<file path="config.mk">
export PLATFORM = sky130hd
export DESIGN_NAME = wsbf_lane
export DESIGN_NICKNAME = d
export VERILOG_FILES = /design/src/sv/wsbf_pkg.sv /design/src/sv/wsbf_lane.sv
export SDC_FILE = /design/constraint.sdc
export NUM_CORES = 2
export LEC_CHECK = 0
export BUFFER_PORTS_ARGS = -buffer_cell sky130_fd_sc_hd__buf_2
export CAP_MARGIN = 20
export CELL_PAD_IN_SITES_DETAIL_PLACEMENT = 0
export CELL_PAD_IN_SITES_GLOBAL_PLACEMENT = 1
export CORE_MARGIN = 3
export CORE_UTILIZATION = 40
export DETAILED_ROUTE_END_ITERATION = 6
export PLACE_DENSITY = 0.73
export SLEW_MARGIN = 15
export SYNTH_ARGS = -nofsm -noshare
export SYNTH_HDL_FRONTEND = slang
export SYNTH_SLANG_ARGS = --single-unit
</file>
<file path="constraint.sdc">
create_clock -name clk_i -period 7.4 [get_ports clk_i]
set_input_delay 0 -clock clk_i [delete_from_list [all_inputs] [get_ports clk_i]]
set_output_delay 0 -clock clk_i [all_outputs]
set_load 0.1 [all_outputs]
</file>
<file path="src/sv/wsbf_pkg.sv">
// Package for the wheel slip brake force block: payload structs, register codes,
// field widths and reset values. It has no dependencies and every other file uses it.
package wsbf_pkg;

  localparam int unsigned SLIP_FRAC_BITS_DEF = 14;

  localparam int unsigned WHEELS  = 4;
  localparam int unsigned SPEED_W = 16;
  localparam int unsigned SUM_W   = 18;
  localparam int unsigned REG_W   = 16;
  localparam int unsigned FORCE_W = 18;

  // Configuration register indexes.
  localparam logic [0:0] CFG_SLIP_THRESHOLD = 1'b0;
  localparam logic [0:0] CFG_FORCE_GAIN     = 1'b1;

  localparam logic [REG_W-1:0]   SLIP_THRESHOLD_RST = 16'd4915;
  localparam logic [REG_W-1:0]   FORCE_GAIN_RST     = 16'd300;
  localparam logic [FORCE_W-1:0] FORCE_MAX          = 18'd196605;

  typedef struct packed {
    logic [SPEED_W-1:0] speed_front_left;
    logic [SPEED_W-1:0] speed_front_right;
    logic [SPEED_W-1:0] speed_rear_left;
    logic [SPEED_W-1:0] speed_rear_right;
    logic               ok_front_left;
    logic               ok_front_right;
    logic               ok_rear_left;
    logic               ok_rear_right;
  } in_t;

  typedef struct packed {
    logic [FORCE_W-1:0] force_front_left;
    logic [FORCE_W-1:0] force_front_right;
    logic [FORCE_W-1:0] force_rear_left;
    logic [FORCE_W-1:0] force_rear_right;
  } out_t;

  // Masked wheel speeds (front left, front right, rear left, rear right) and their sum.
  typedef struct packed {
    logic [WHEELS-1:0][SPEED_W-1:0] speed;
    logic [SUM_W-1:0]               sum;
  } front_t;

endpackage

</file>
<file path="src/sv/wsbf_lane.sv">
// One wheel lane: deviation from the mean, a pipelined restoring divider with one
// quotient bit per stage, then threshold test and gain multiply. Depends on wsbf_pkg.
module wsbf_lane #(
  parameter int unsigned SLIP_FRAC_BITS = wsbf_pkg::SLIP_FRAC_BITS_DEF
) (
  input  logic                                  clk_i,
  input  logic [SLIP_FRAC_BITS+3:0]             en_i,
  input  logic [wsbf_pkg::SPEED_W-1:0]          speed_i,
  input  logic [wsbf_pkg::SUM_W-1:0]            sum_i,
  input  logic [wsbf_pkg::REG_W-1:0]            slip_threshold_i,
  input  logic [wsbf_pkg::REG_W-1:0]            force_gain_i,
  output logic [wsbf_pkg::FORCE_W-1:0]          force_o
);

  localparam int unsigned QW   = SLIP_FRAC_BITS + 2;
  localparam int unsigned LSTG = QW + 2;
  localparam int unsigned RW   = wsbf_pkg::SUM_W + 1;
  localparam int unsigned CW   = (QW > wsbf_pkg::REG_W) ? QW : wsbf_pkg::REG_W;
  localparam int unsigned PW   = wsbf_pkg::REG_W + QW;

  // Deviation stage: the mean is kept exact as sum/4, so compare 4*v with the sum.
  logic [wsbf_pkg::SUM_W-1:0] scaled;
  logic [wsbf_pkg::SUM_W-1:0] dev_d, dev_q;
  logic [wsbf_pkg::SUM_W-1:0] dsum_q;
  logic                       dzero_q;

  assign scaled = {speed_i, 2'b00};
  assign dev_d  = (scaled >= sum_i) ? (scaled - sum_i) : (sum_i - scaled);

  always_ff @(posedge clk_i) begin
    if (en_i[0]) begin
      dev_q   <= dev_d;
      dsum_q  <= sum_i;
      dzero_q <= (sum_i == '0);
    end
  end

  // Divider stages. The deviation is at most three times the sum, so the first stage
  // tests against twice the sum and every later stage against the sum itself.
  logic [RW-1:0]              r_q [QW];
  logic [QW-1:0]              q_q [QW];
  logic [wsbf_pkg::SUM_W-1:0] s_q [QW-1];
  logic                       z_q [QW];

  for (genvar k = 0; k < QW; k++) begin : g_div
    logic [RW-1:0] r_in;
    logic [RW-1:0] dvs;
    logic [QW-1:0] q_in;
    logic          z_in;
    logic          ge;
    logic [RW-1:0] rem;
    logic [RW-1:0] r_nxt;

    if (k == 0) begin : g_first
      assign r_in = {1'b0, dev_q};
      assign dvs  = {dsum_q, 1'b0};
      assign q_in = '0;
      assign z_in = dzero_q;
    end else begin : g_next
      assign r_in = r_q[k-1];
      assign dvs  = {1'b0, s_q[k-1]};
      assign q_in = q_q[k-1];
      assign z_in = z_q[k-1];
    end

    assign ge  = (r_in >= dvs);
    assign rem = ge ? (r_in - dvs) : r_in;
    if (k > 0 && k < QW - 1) begin : g_dbl
      assign r_nxt = {rem[RW-2:0], 1'b0};
    end else begin : g_keep
      assign r_nxt = rem;
    end

    always_ff @(posedge clk_i) begin
      if (en_i[k+1]) begin
        r_q[k] <= r_nxt;
        q_q[k] <= {q_in[QW-2:0], ge};
        z_q[k] <= z_in;
      end
    end

    if (k < QW - 1) begin : g_sum
      if (k == 0) begin : g_s0
        always_ff @(posedge clk_i) begin
          if (en_i[k+1]) begin
            s_q[k] <= dsum_q;
          end
        end
      end else begin : g_sn
        always_ff @(posedge clk_i) begin
          if (en_i[k+1]) begin
            s_q[k] <= s_q[k-1];
          end
        end
      end
    end
  end

  // Threshold test and force: braking only when the slip is strictly above the limit.
  logic [QW-1:0]                slip;
  logic                         brake;
  logic [PW-1:0]                prod;
  logic [wsbf_pkg::FORCE_W-1:0] force_d, force_q;

  assign slip    = q_q[QW-1];
  assign brake   = !z_q[QW-1] && (CW'(slip) > CW'(slip_threshold_i));
  assign prod    = PW'(force_gain_i) * PW'(slip);
  assign force_d = brake ? prod[SLIP_FRAC_BITS +: wsbf_pkg::FORCE_W] : '0;

  always_ff @(posedge clk_i) begin
    if (en_i[LSTG-1]) begin
      force_q <= force_d;
    end
  end

  assign force_o = force_q;

endmodule

</file>
# Word level (Yosys, flattened, before mapping)
# Memory sizes are Yosys's and may differ from the RTL's.
# Cells that the tools add are included.
# classes
n_addsub	18
mul	1
magnitude_cmp	18
muxes	49
reduce_logical	3
# op_table
op	count
subtractor 18 bit	16
greater-or-equal comparator 19 x 18 -> 1 bit	15
two-way mux 18 bit	15
two-way mux 19 bit	2
multiplier 16 x 16 -> 32 bit	1
two-way mux 1 bit	32
greater-or-equal comparator 18 x 19 -> 1 bit	1
subtractor 18 x 19 -> 19 bit	1
subtractor 19 x 18 -> 19 bit	1
greater-or-equal comparator 18 bit	1
logical NOT 18 bit	1
greater-than comparator 16 bit	1
logical AND 1 bit	1
logical NOT 1 bit	1
# word_totals
register_bits	55
ramBits	846
in_bits	85
out_inout_bits	18
wordCells	97
memories	4
# memory_table
name	depth	word_bits	rd	rd_ports_with_merged_regs	wr	line_no	rtl
r_q	16	19	15	0	16	wsbf_lane.sv:40	logic [RW-1:0] r_q [QW];
s_q	15	18	15	0	15	wsbf_lane.sv:42	logic [wsbf_pkg::SUM_W-1:0] s_q [QW-1];
q_q	16	16	16	0	16	wsbf_lane.sv:41	logic [QW-1:0] q_q [QW];
z_q	16	1	16	0	16	wsbf_lane.sv:43	logic z_q [QW];

# Depth between registers and ports, before layout
# An unclocked memory read counts as a cell.
# depth
depth_word	3
mapped_depth	23
mapped_depth_nobuf	22

# Worst setup path before layout
# OpenSTA, ideal clock, no wires.
# synth_timing
path_type	reg-to-reg
from	memory q_q[1][115] (netlist bit)
to	register force_q (netlist bit force_o[15]) (data pin)
setup_ns	0.266
arrival_ns	5.936
t_required_ns	7.134
slack_ns	1.198
path_stages_with_launch	21
n_path_buf	1
period_less_slack_ns	6.202
cell_sequence	edfxtp_1 -> clkbuf_1 -> nand2_1 -> fa_1 -> fa_1 -> fa_1 -> fa_1 -> inv_1 -> fa_1 -> inv_1 -> fa_1 -> inv_1 -> ha_1 -> and3_1 -> a221o_1 -> o21ai_0 -> a31oi_1 -> o31a_1 -> a311oi_1 -> xor2_1 -> nor2_1
# synth_rtl
element	line_no	rtl
from (decl)	wsbf_lane.sv:41	
to (signal assigned)	wsbf_lane.sv:112	force_q <= force_d;
to (decl)	wsbf_lane.sv:103	logic [wsbf_pkg::FORCE_W-1:0] force_d, force_q;

==> out/metrics.csv <==
metric;value;unit
detailed-route DRC error count;0;
async set-reset flop share out of synthesis;0;%
number of diodes;0;
Max rail drop VDD;0.501;mV
Synth warnings;0;
maximum clock rate;0.145;GHz
Worst Path Max Fanout;17;
setup bufs post-CTS;0;
largest net degree at the start of global routing;53;
DRT Wirelength;103;mm
via count of the first global-routing pass;32100;
first drt pass iteration count;5;
Via density;5.10;
die area;0.128;mm^2
Overall Global Routing Usage;16.2;%
number of port buffers;102;
Initial DRC Count;1878;
ys flop type;edfxtp_1;
worst min path class;in2reg;
total CTS buffers;84;
Synth Area in Compound Gates;11.4;%
Routed Antenna Nets;0;
first-pass GRT wire length;167;mm
hold_buf cts;31;
chip width;358;um
clock insertion delay at the later pin of the skew report;0.64;ns
Final setup viols;0;
CTS H-tree depth;3;
most instantiated library cell after synthesis;edfxtp_1;
HPWL after DPL;80.3;mm
post-synthesis average cell area;11.2;um^2
status;finished, final reports clean;
power per cell area;426;mW/mm^2
Worst slew margin;30.4;%
clock transition at the registers of the reported paths;0.06;ns
Synth Area in XOR/XNOR;4.06;%
GR Overflow Total;0;
Simple-Gate Fraction of Synth Area;9.93;%
minimum clock period;6.88;ns
Worst Setup Start Kind;flop;
Yosys reg bits;746;
CP endpoint kind;flop;
Mapped Nets;5137;
root buf cell;clkbuf_16;
Synth Area in Adders;19.4;%
Total Power;23300;uW
initial antenna violation count;1;
leak pwr;0.0234;uW
Mapped Cells;4409;
fin. max-slew vios;0;
MaxCap Viol Count;0;
share of cells above drive strength 1;9.23;%
WL per Instance;16.5;um
via count;31900;
critical path class;reg2reg;
Final Cycle Share;93.0;%
ranking of synthesized cells by area;edfxtp_1 45%, ha_1 11%, fa_1 8.4%, inv_1 5.1%, mux2_2 3.1%;
CTS tree;done;
Core Area;0.122;mm^2
Post-layout nets;5292;
Die Y;358;um
Longest Clk Path Bufs;3;
Layout Skew;0.0210;ns
post-cts sizing count;0;
Worst Path Arrival;7.26;ns
Seq/Total Area, Yosys;45.3;%
Setup TNS;0;ns
Data required, critical path;7.78;ns
clock sinks;746;
I/O Pins;103;
Initial Utilization;40.5;%
Fin. Hold Viols;0;
Post-Syn Area;0.0494;mm^2
EDFF count, synth;746;
Netlist cell types;92;
Yosys top cell by area;edfxtp_1;
mux cell area share after synthesis;3.89;%
RSZ-0062 raised after global routing;false;
Syn-to-layout area delta;10.8;%
Synth top area share;45.3;%
Worst-Margin Slew;1.04;ns
main combinational cell family by area after synthesis;adder cells;
synth cell count leaders;746 x edfxtp_1, 677 x inv_1, 435 x ha_1;
std cell rows;128;
routability cong.;0.855;
==> layer usage <==
metal	global-route usage (%)	part of all wire (%)
met1	20.2	43
met2	29.0	50
met3	2.18	3.8
met4	4.91	3.0
met5	0	0
==> state kept, by name, summed over array words and instances (netlist names) <==
signal   cells
z_q         16
dev_q       18
dzero_q      1
dsum_q      17
force_o     18
r_q        270
q_q        136
s_q        270
==> where the power goes <==
group / switching, uW / internal, uW / total [uW]
Sequential: 588 / 6200 / 6790
Clock: 1670 / 2260 / 3930
Combinational: 7020 / 5560 / 12600
==> worst max-delay path, cell delays in order, from the launching register on <==
cell and delay (ns):
edfxtp_1 0.86, nand2_1 0.18, fa_1 0.58, inv_1 0.05, fa_1 0.45, ha_1 0.34, fa_1 0.51, fa_1 0.55
inv_1 0.05, fa_1 0.53, inv_1 0.04, ha_1 0.29, and3_1 0.17, a221o_1 0.34, o21ai_0 0.33, a31oi_1 0.30
o31a_1 0.45, a311oi_1 0.36, xor2_1 0.17, nor2_1 0.05
==> stage by stage <==
stage	hold slack (ns)	utilization (%)	instances	instance area, um^2	setup slack [ns]
6_report	0.0358	44.8	6253	54800	0.520
5_1_grt	0.0562	44.8	6253	54800	0.215
4_1_cts	0.00544	44.7	6245	54700	0.542
3_5_place_dp	0.227	42.4	6064	51800	0.580
3_3_place_gp	0.227	42.4	6064	51800	0.656
2_1_floorplan	0.0989	-	4409	49400	1.20
==> kinds of logic after synthesis <==
family / Yosys count
AOI/OAI and AO/OA: 864
xor gates and xnor gates: 229
adders and majority gates: 643
buffers and inverters: 770
DFF: 746
muxes: 170
and+or+nand+nor: 987
==> cells in the final DEF, fill, tap and decap left out, types with 36 or more instances in the layout <==
| master | n |
|---|---|
| buf_2 | 100 |
| edfxtp_1 | 746 |
| nand3_1 | 71 |
| and2_1 | 139 |
| inv_1 | 677 |
| a31oi_1 | 37 |
| o21a_1 | 60 |
| nor3_1 | 57 |
| nor2b_1 | 45 |
| clkbuf_16 | 84 |
| nor2_1 | 219 |
| nand4_1 | 45 |
| xor2_1 | 87 |
| dlygate4sd3_1 | 36 |
| xnor2_1 | 142 |
| fa_1 | 208 |
| mux2_2 | 138 |
| o21ai_0 | 148 |
| a21o_1 | 111 |
| ha_1 | 435 |
| nand2_1 | 260 |
| a21oi_1 | 256 |
==> path summary, 6_finish.rpt <==
path	from	endpoint	slack [ns]	depth (start not counted)
max	q_q[1][121]	force_o[15]	0.52	19
min	en_i[3]	s_q[0][52]	0.04	1
max reg2reg	q_q[1][121]	force_o[15]	0.52	19
min reg2reg	q_q[1][58]	q_q[1][75]	0.41	0
==> final cells by class <==
class	instances	area [um^2]
clock buffer	98	2150
clock inverter	52	424
fill	11300	67400
inverter	678	2540
multi-input combinational	2893	24100
sequential	746	22400
tap	1625	2030
timing repair buffer	161	1090
Power figures use the tool's default switching activity.
