==> config.mk <==
export PLATFORM = sky130hd
export DESIGN_NAME = wsbf_front
export DESIGN_NICKNAME = d
export VERILOG_FILES = /design/src/sv/wsbf_pkg.sv /design/src/sv/wsbf_front.sv
export SDC_FILE = /design/constraint.sdc
export NUM_CORES = 1
export LEC_CHECK = 0
export BUFFER_PORTS_ARGS = -buffer_cell sky130_fd_sc_hd__clkbuf_2
export CAP_MARGIN = 5
export CORE_UTILIZATION = 55
export CTS_CLUSTER_SIZE = 30
export DETAILED_ROUTE_END_ITERATION = 8
export GPL_TIMING_DRIVEN = 0
export PLACE_DENSITY = 0.95
export SETUP_SLACK_MARGIN = 0.5
export SYNTH_ARGS = -nofsm -noshare
export SYNTH_HDL_FRONTEND = slang
export SYNTH_SLANG_ARGS = --single-unit
export TNS_END_PERCENT = 100
==> constraint.sdc <==
create_clock -name clk_i -period 10.7 [get_ports clk_i]
set_input_delay 1.605 -clock clk_i [delete_from_list [all_inputs] [get_ports clk_i]]
set_output_delay 1.605 -clock clk_i [all_outputs]
set_load 0.01 [all_outputs]
==> src/sv/wsbf_pkg.sv <==
// Package for the wheel slip brake force block: payload structs, register codes,
// field widths and reset values. It has no dependencies and every other file uses it.
package wsbf_pkg;

  localparam int unsigned SLIP_FRAC_BITS_DEF = 14;

  localparam int unsigned WHEELS  = 4;
  localparam int unsigned SPEED_W = 16;
  localparam int unsigned SUM_W   = 18;
  localparam int unsigned REG_W   = 16;
  localparam int unsigned FORCE_W = 18;

  // Configuration register indexes.
  localparam logic [0:0] CFG_SLIP_THRESHOLD = 1'b0;
  localparam logic [0:0] CFG_FORCE_GAIN     = 1'b1;

  localparam logic [REG_W-1:0]   SLIP_THRESHOLD_RST = 16'd4915;
  localparam logic [REG_W-1:0]   FORCE_GAIN_RST     = 16'd300;
  localparam logic [FORCE_W-1:0] FORCE_MAX          = 18'd196605;

  typedef struct packed {
    logic [SPEED_W-1:0] speed_front_left;
    logic [SPEED_W-1:0] speed_front_right;
    logic [SPEED_W-1:0] speed_rear_left;
    logic [SPEED_W-1:0] speed_rear_right;
    logic               ok_front_left;
    logic               ok_front_right;
    logic               ok_rear_left;
    logic               ok_rear_right;
  } in_t;

  typedef struct packed {
    logic [FORCE_W-1:0] force_front_left;
    logic [FORCE_W-1:0] force_front_right;
    logic [FORCE_W-1:0] force_rear_left;
    logic [FORCE_W-1:0] force_rear_right;
  } out_t;

  // Masked wheel speeds (front left, front right, rear left, rear right) and their sum.
  typedef struct packed {
    logic [WHEELS-1:0][SPEED_W-1:0] speed;
    logic [SUM_W-1:0]               sum;
  } front_t;

endpackage

==> src/sv/wsbf_front.sv <==
// Input stage of the wheel slip brake force block: masks invalid readings and
// sums the four speeds into one register stage. Depends on wsbf_pkg.
module wsbf_front (
  input  logic            clk_i,
  input  logic            en_i,
  input  wsbf_pkg::in_t    in_data_i,
  output wsbf_pkg::front_t front_o
);

  wsbf_pkg::front_t front_d, front_q;

  always_comb begin
    front_d.speed[0] = in_data_i.ok_front_left  ? in_data_i.speed_front_left  : '0;
    front_d.speed[1] = in_data_i.ok_front_right ? in_data_i.speed_front_right : '0;
    front_d.speed[2] = in_data_i.ok_rear_left   ? in_data_i.speed_rear_left   : '0;
    front_d.speed[3] = in_data_i.ok_rear_right  ? in_data_i.speed_rear_right  : '0;
    front_d.sum = wsbf_pkg::SUM_W'(front_d.speed[0]) + wsbf_pkg::SUM_W'(front_d.speed[1])
                + wsbf_pkg::SUM_W'(front_d.speed[2]) + wsbf_pkg::SUM_W'(front_d.speed[3]);
  end

  always_ff @(posedge clk_i) begin
    if (en_i) begin
      front_q <= front_d;
    end
  end

  assign front_o = front_q;

endmodule

== After elaboration in Yosys (flattened, before gate mapping) ==
Index checks and enable logic that the tools add are counted.
W data, S select, Z words.
Word-level totals
  logic and storage cells: 12
  output and inout bits: 82
  bits of input ports: 70
  register bits after elaboration: 82
Cells by class
  add/sub/neg operators: 3
  mux-type cells: 4
Operator list (count)
  $mux W16: 4
  $add A17 B16 Y18: 1
  $add A18 B16 Y18: 1
  $add A16 B16 Y17: 1

== Depth between registers and ports, before layout ==
Gate-level depths: netlist of the first run.
  word-level depth: 4
  gate-level depth with buffers: 13
  depth with buffers taken out: 13

== Least setup slack after synthesis of the first run ==
Ideal clock, no wire load.
  path type: input -> register
  from: in in_data_i[3] (netlist bit)
  to: reg front_q (netlist bit front_o[15]), data pin
  required time: 10.436 ns
  arrival: 4.490 ns
  path buffers: 1
  setup time: 0.264 ns
  stages on the path: 12
  setup slack: 5.946 ns
  path through: clkbuf_1 > and2_1 > fa_1 > fa_1 > ha_1 > fa_1 > a21o_1 > a221oi_2 > nor3_1 > o21ai_0 > a31oi_1 > xor2_1
RTL lines
  start, declared: line wsbf_front.sv:6  | input wsbf_pkg::in_t in_data_i,
  end signal, assigned: line wsbf_front.sv:23  | front_q <= front_d;
  end, declared: line wsbf_front.sv:10  | wsbf_pkg::front_t front_d, front_q;

==> results of run 1 <==
metal layers:
layer | vias to the layer above | routed length, µm
met4 | 0 | 197
li1 | 1444 | -
met1 | 1543 | 3848
met5 | - | 0
met2 | 149 | 5471
met3 | 18 | 712
worst max-delay path, cell delays in order:
cell	delay, ns
clkbuf_2	0.19
clkbuf_1	0.45
and2_1	0.25
fa_1	0.44
fa_1	0.47
ha_1	0.24
fa_1	0.42
a21o_1	0.23
a221oi_2	0.43
nor3_1	0.14
o21ai_0	0.25
a31oi_1	0.14
xor2_1	0.16
Yosys cell counts (all sizes together):
cell type,count
a211oi,1
a21boi,1
a21o,4
a21oi,14
a221oi,1
a311oi,1
a31oi,2
and2,48
and3,2
clkbuf,4
edfxtp,82
fa,32
ha,17
inv,77
nand2,24
nand2b,1
nand3,1
nor2,5
nor2b,1
nor3,1
o2111ai,1
o21ai,6
o21bai,1
o221ai,1
o41ai,1
xnor2,9
xor2,5
cells by family (layout without fill, tap and decap cells):
logic type,Yosys count,count (layout),synth area share (%)
and+or+nand+nor,83,83,10.25
buffers and inverters,81,247,6.859
adders and majority gates,49,49,19.25
AOI/OAI and AO/OA,34,34,5.335
xor gates and xnor gates,14,14,2.766
DFF,82,82,55.55
where the power goes:
part | internal (mW) | switching (mW)
Combinational | 0.109 | 0.154
Clock | 0.0802 | 0.104
Sequential | 0.408 | 0.0128
Total | 0.597 | 0.271
final timing paths:
kind	from	end
hold / removal	in_data_i[11]	front_o[73]
setup / recovery	in_data_i[3]	front_o[15]
metrics by stage:
| stage | cell area [µm²] | utilization, % |
|---|---|---|
| after floorplan | 4433 | - |
| after global placement | 5316 | 68.44 |
| after detailed placement | 5339 | 68.73 |
| after CTS | 5488 | 70.65 |
| after global routing | 5488 | 70.65 |
| final | 5488 | 70.65 |
area by class of cell:
class                   count  share of cell area (%)
well taps                 102                   2.326
multi-input cells         180                   30.37
clock inverters             4                  0.3876
repair buffers            152                   14.18
inverters                  77                   5.267
clock buffers              10                   2.326
plain buffers               4                  0.2736
flip-flops and latches     82                   44.87
==> run metrics, run 1 <==
Sequential cell area=around 2500 µm²; Seq/Total Area, Yosys=between 50% and 60%; type of origin of the critical path=input pin; Area growth syn-to-layout=23.79%; initial antenna violation count=0; WP data arrival=5.43 ns; post-CTS setup buffer count=0; DRC violations left=0; number of global-route vias before repair=3330; Port Buffers=151; io pins=152; Post-Syn Area per Cell=12.92 µm²; GRT Util Overall=between 20% and 30%; Final nets=roughly 630; Critical Path End Type=flip-flop; fin cells=611; post-cts hold buffer count=0; Mapped Nets=462; fmax=187.5 MHz; setup TNS=0 ns; Gate Count Post-Synth=roughly 340; Fillers=535; final wirelength=roughly 10 mm; Clock H-tree levels=3; wire length of the first global-routing pass=16.13 mm; Crit Path Category=in -> reg; Post-Syn Area=4433 µm²; Tmin final=5.332 ns; final hold violation count=0; final number of max-transition violations=0; period utilization=between 40% and 50%; via/cell ratio=5.162; Fin Hold WS=1.572 ns; routed vias=3154; Setup-failing EPs final=0; number of CTS-inserted buffers=9; Synth area leaders=edfxtp_1 (56%), fa_1 (14%), and2_1 (6.8%), inv_1 (6.5%), ha_1 (4.8%); largest net degree at the start of global routing=44; Distinct cells, synth=30; commonest non-fill, non-tap cell in the layout=clkbuf_2; Worst slew margin=around three fifths; Leak=2.693 nW; maximum VDD drop=slightly above 60 µV; CTS Buffer Depth=2; placed insts=just under 600; Initial Utilization=57.07%; status=completed; share of layout cells above drive strength 1=33.79%; actual slew at the worst max-slew pin=0.6284 ns; share of Yosys cell area claimed by the top area cell type=between 50 and 60%; leading cell types in the layout, fill and taps excluded=clkbuf_2 (150), edfxtp_1 (82), inv_1 (77); dpl ws=approximately 5 ns; Worst Hold Path Cells=3; routability cong.=0.8601; met1 Use GR=30.88%; DIE HEIGHT=91.78 µm; Worst Hold Class=in -> reg; PwrDens=158.2 nW/µm²; RSZ-0062 raised after global routing=false; GRT busiest layer=met2; max cap viols=0; Inserted Diodes=0; Synth area leader=edfxtp_1; hpwl dp=around 8 mm; die width=91.78 µm; area of the multi-input gates=1667 µm²; Pre-Repair DR Iteration Count=5; clk sinks=82; post-layout worst setup margin=5.368 ns; GR Util met3=under 10%; core outline area=~7800 µm²; max reg flops=82; Antenna Nets Post-Route=0; Yosys warnings=0; grt ovf=0; clock slew at reported path FFs=0.08 ns; met2 usage=a little under half; Rows=32; DRT iter0 DRCs=between 100 and 150; Yosys reg bits=82; post-CTS resize count=0; Crit path required time=10.80 ns; die area=8423 µm²; Overall Power=868.3 µW; Routed WL per cell=16.74 µm; CP max FO=10; CTS tree=done; clock root cell=clkbuf_8
No activity file was read; power rests on OpenSTA's default activity.
==> run 2, diff against run 1 <==
CORE_UTILIZATION = 46   (was 55)
PLACE_DENSITY = 0.89   (was 0.95)
clock period = 4.6 ns   (was 10.7 ns; I/O delays follow)
==> run metrics, run 2 (synthesis gave the netlist of run 1 again) <==
die width=100.2 µm (+9.1%); CTS Buffer Depth=2 (unchanged); Inserted Diodes=0 (unchanged); Worst slew margin=58.41% (+0.31 points); CTS tree=done; Critical Path End Type=flip-flop; type of origin of the critical path=input pin; Area growth syn-to-layout=26.56%; actual slew at the worst max-slew pin=0.6238 ns (-0.004637 ns); fin cells=641 (+4.9%); routability cong.=0.7888 (-8.3%); RSZ-0062 raised after global routing=false; clock root cell=clkbuf_8; post-layout worst setup margin=0.6339 ns (-4.734 ns); share of layout cells above drive strength 1=34.77% (+0.97 points); Pre-Repair DR Iteration Count=4 (-1); Fin Hold WS=0.6518 ns (-0.9204 ns); max reg flops=82 (unchanged); max cap viols=0 (unchanged); Port Buffers=151 (unchanged); number of CTS-inserted buffers=9 (unchanged); Initial Utilization=47.75% (-9.3 points); DRT iter0 DRCs=114 (-2.6%); Clock power frac=24.0% (+2.7 points); DIE HEIGHT=100.2 µm (+9.1%); maximum VDD drop=150.3 µV (+140%); grt ovf=0 (unchanged); Setup-failing EPs final=0 (unchanged); wire length of the first global-routing pass=15.57 mm (-3.4%); status=completed; hpwl dp=7.659 mm (-3.9%); Antenna Nets Post-Route=0 (unchanged); PwrDens=376.9 nW/µm² (+140%); routed vias=3063 (-2.9%); period utilization=86.22%; Pint=1.459 mW (+140%); Worst Hold Class=in -> reg; Crit path required time=4.69 ns (-6.11 ns); Rows=35 (+9.4%); core outline area=9284 µm² (+20%); leading cell types in the layout, fill and taps excluded=clkbuf_2 (149), edfxtp_1 (82), inv_1 (77); number of global-route vias before repair=3212 (-3.5%); die area=10030 µm² (+19%); P_sw=655.2 µW (+140%); Sequential Power Share=46.3% (-2.2 points); placed insts=624 (+4.5%); Tmin final=3.966 ns; clk sinks=82 (unchanged); GRT Util Overall=21.15% (-4.9 points); post-cts hold buffer count=0 (unchanged); largest net degree at the start of global routing=51 (+16%); commonest non-fill, non-tap cell in the layout=clkbuf_2; final wirelength=9.997 mm (-2.3%); dpl ws=-0.2617 ns (-5.245 ns); DRC violations left=0 (unchanged); switch share=30.99% (-0.21 points); Clock H-tree levels=3 (unchanged); logic gate share of total power=29.7% (-0.6 points); Final nets=627 (+0.32%); Routed WL per cell=15.60 µm (-6.8%); io pins=152 (unchanged); clock slew at reported path FFs=0.09 ns (about the same); CP max FO=10 (unchanged); fmax=252.1 MHz; initial antenna violation count=0 (unchanged); Leak=2.735 nW (+1.5%); final number of max-transition violations=0 (unchanged); via/cell ratio=4.778 (-7.4%); final hold violation count=0 (unchanged); Fillers=761 (+42%); Crit Path Category=in -> reg; WP data arrival=4.05 ns (-1.38 ns)
run 2: worst max-delay path: stages:
cell and delay (ns):
clkbuf_2 0.17, buf_4 0.23, nand2_1 0.11, fa_1 0.43, inv_1 0.08, fa_1 0.41
ha_1 0.24, fa_1 0.41, a21o_1 0.25, a221oi_4 0.34, buf_4 0.18, o21ai_2 0.06
nand2b_4 0.16, a21oi_2 0.17, xnor2_1 0.11
run 2: layer usage:
layer  global-route usage, %  vias up  share of wire (%)
met1                   25.68     1504                 40
li1                        -     1441                  -
met5                       0        -                  0
met3                   4.457       16                5.4
met2                   36.30      102                 52
met4                   9.588        0                2.0
run 2: timing repair:
action / in CTS / in global routing
setup buffers: 0 / 2
endpoints found under the setup margin: 6 / 3
pin swaps: 0 / 1
resized for setup: 5 / 11
gates cloned: 0 / 0
run 2: cell type report:
cell class | instances | area (µm²) | share of cell area [%]
Multi-Input combinational cell | 180 | 1678 | 29.91
Tap cell | 129 | 161.4 | 2.877
Clock inverter | 5 | 55.05 | 0.9813
Timing Repair Buffer | 154 | 803.3 | 14.32
Clock buffer | 10 | 127.6 | 2.275
Buffer | 4 | 33.78 | 0.6021
Sequential cell | 82 | 2462 | 43.89
Inverter | 77 | 289.0 | 5.152
run 2: power groups by stage:
stage	logic [mW]	registers (mW)	clock network (mW)
6_report	0.628	0.978	0.508
5_1_grt	0.704	0.988	0.544
4_1_cts	0.623	0.980	0.516
3_5_place_dp	0.606	0.994	0
3_3_place_gp	0.583	0.993	0
2_1_floorplan	0.326	1.05	0
run 2: metrics by stage:
step | area [µm²] | total power [mW] | TNS (ns) | util, %
after global placement | 5350 | 1.576 | -0.3256 | 57.63
after floorplan | 4433 | 1.371 | 0 | -
after detailed placement | 5380 | 1.600 | -0.5197 | 57.95
after global routing | 5610 | 2.236 | 0 | 60.43
after CTS | 5580 | 2.119 | 0 | 60.11
final | 5610 | 2.114 | 0 | 60.43
run 2: path summary, 6_finish.rpt:
path,slack [ns],from,end,cells past startpoint
max,0.63,in_data_i[2],front_o[13],15
min,0.65,in_data_i[13],front_o[75],3
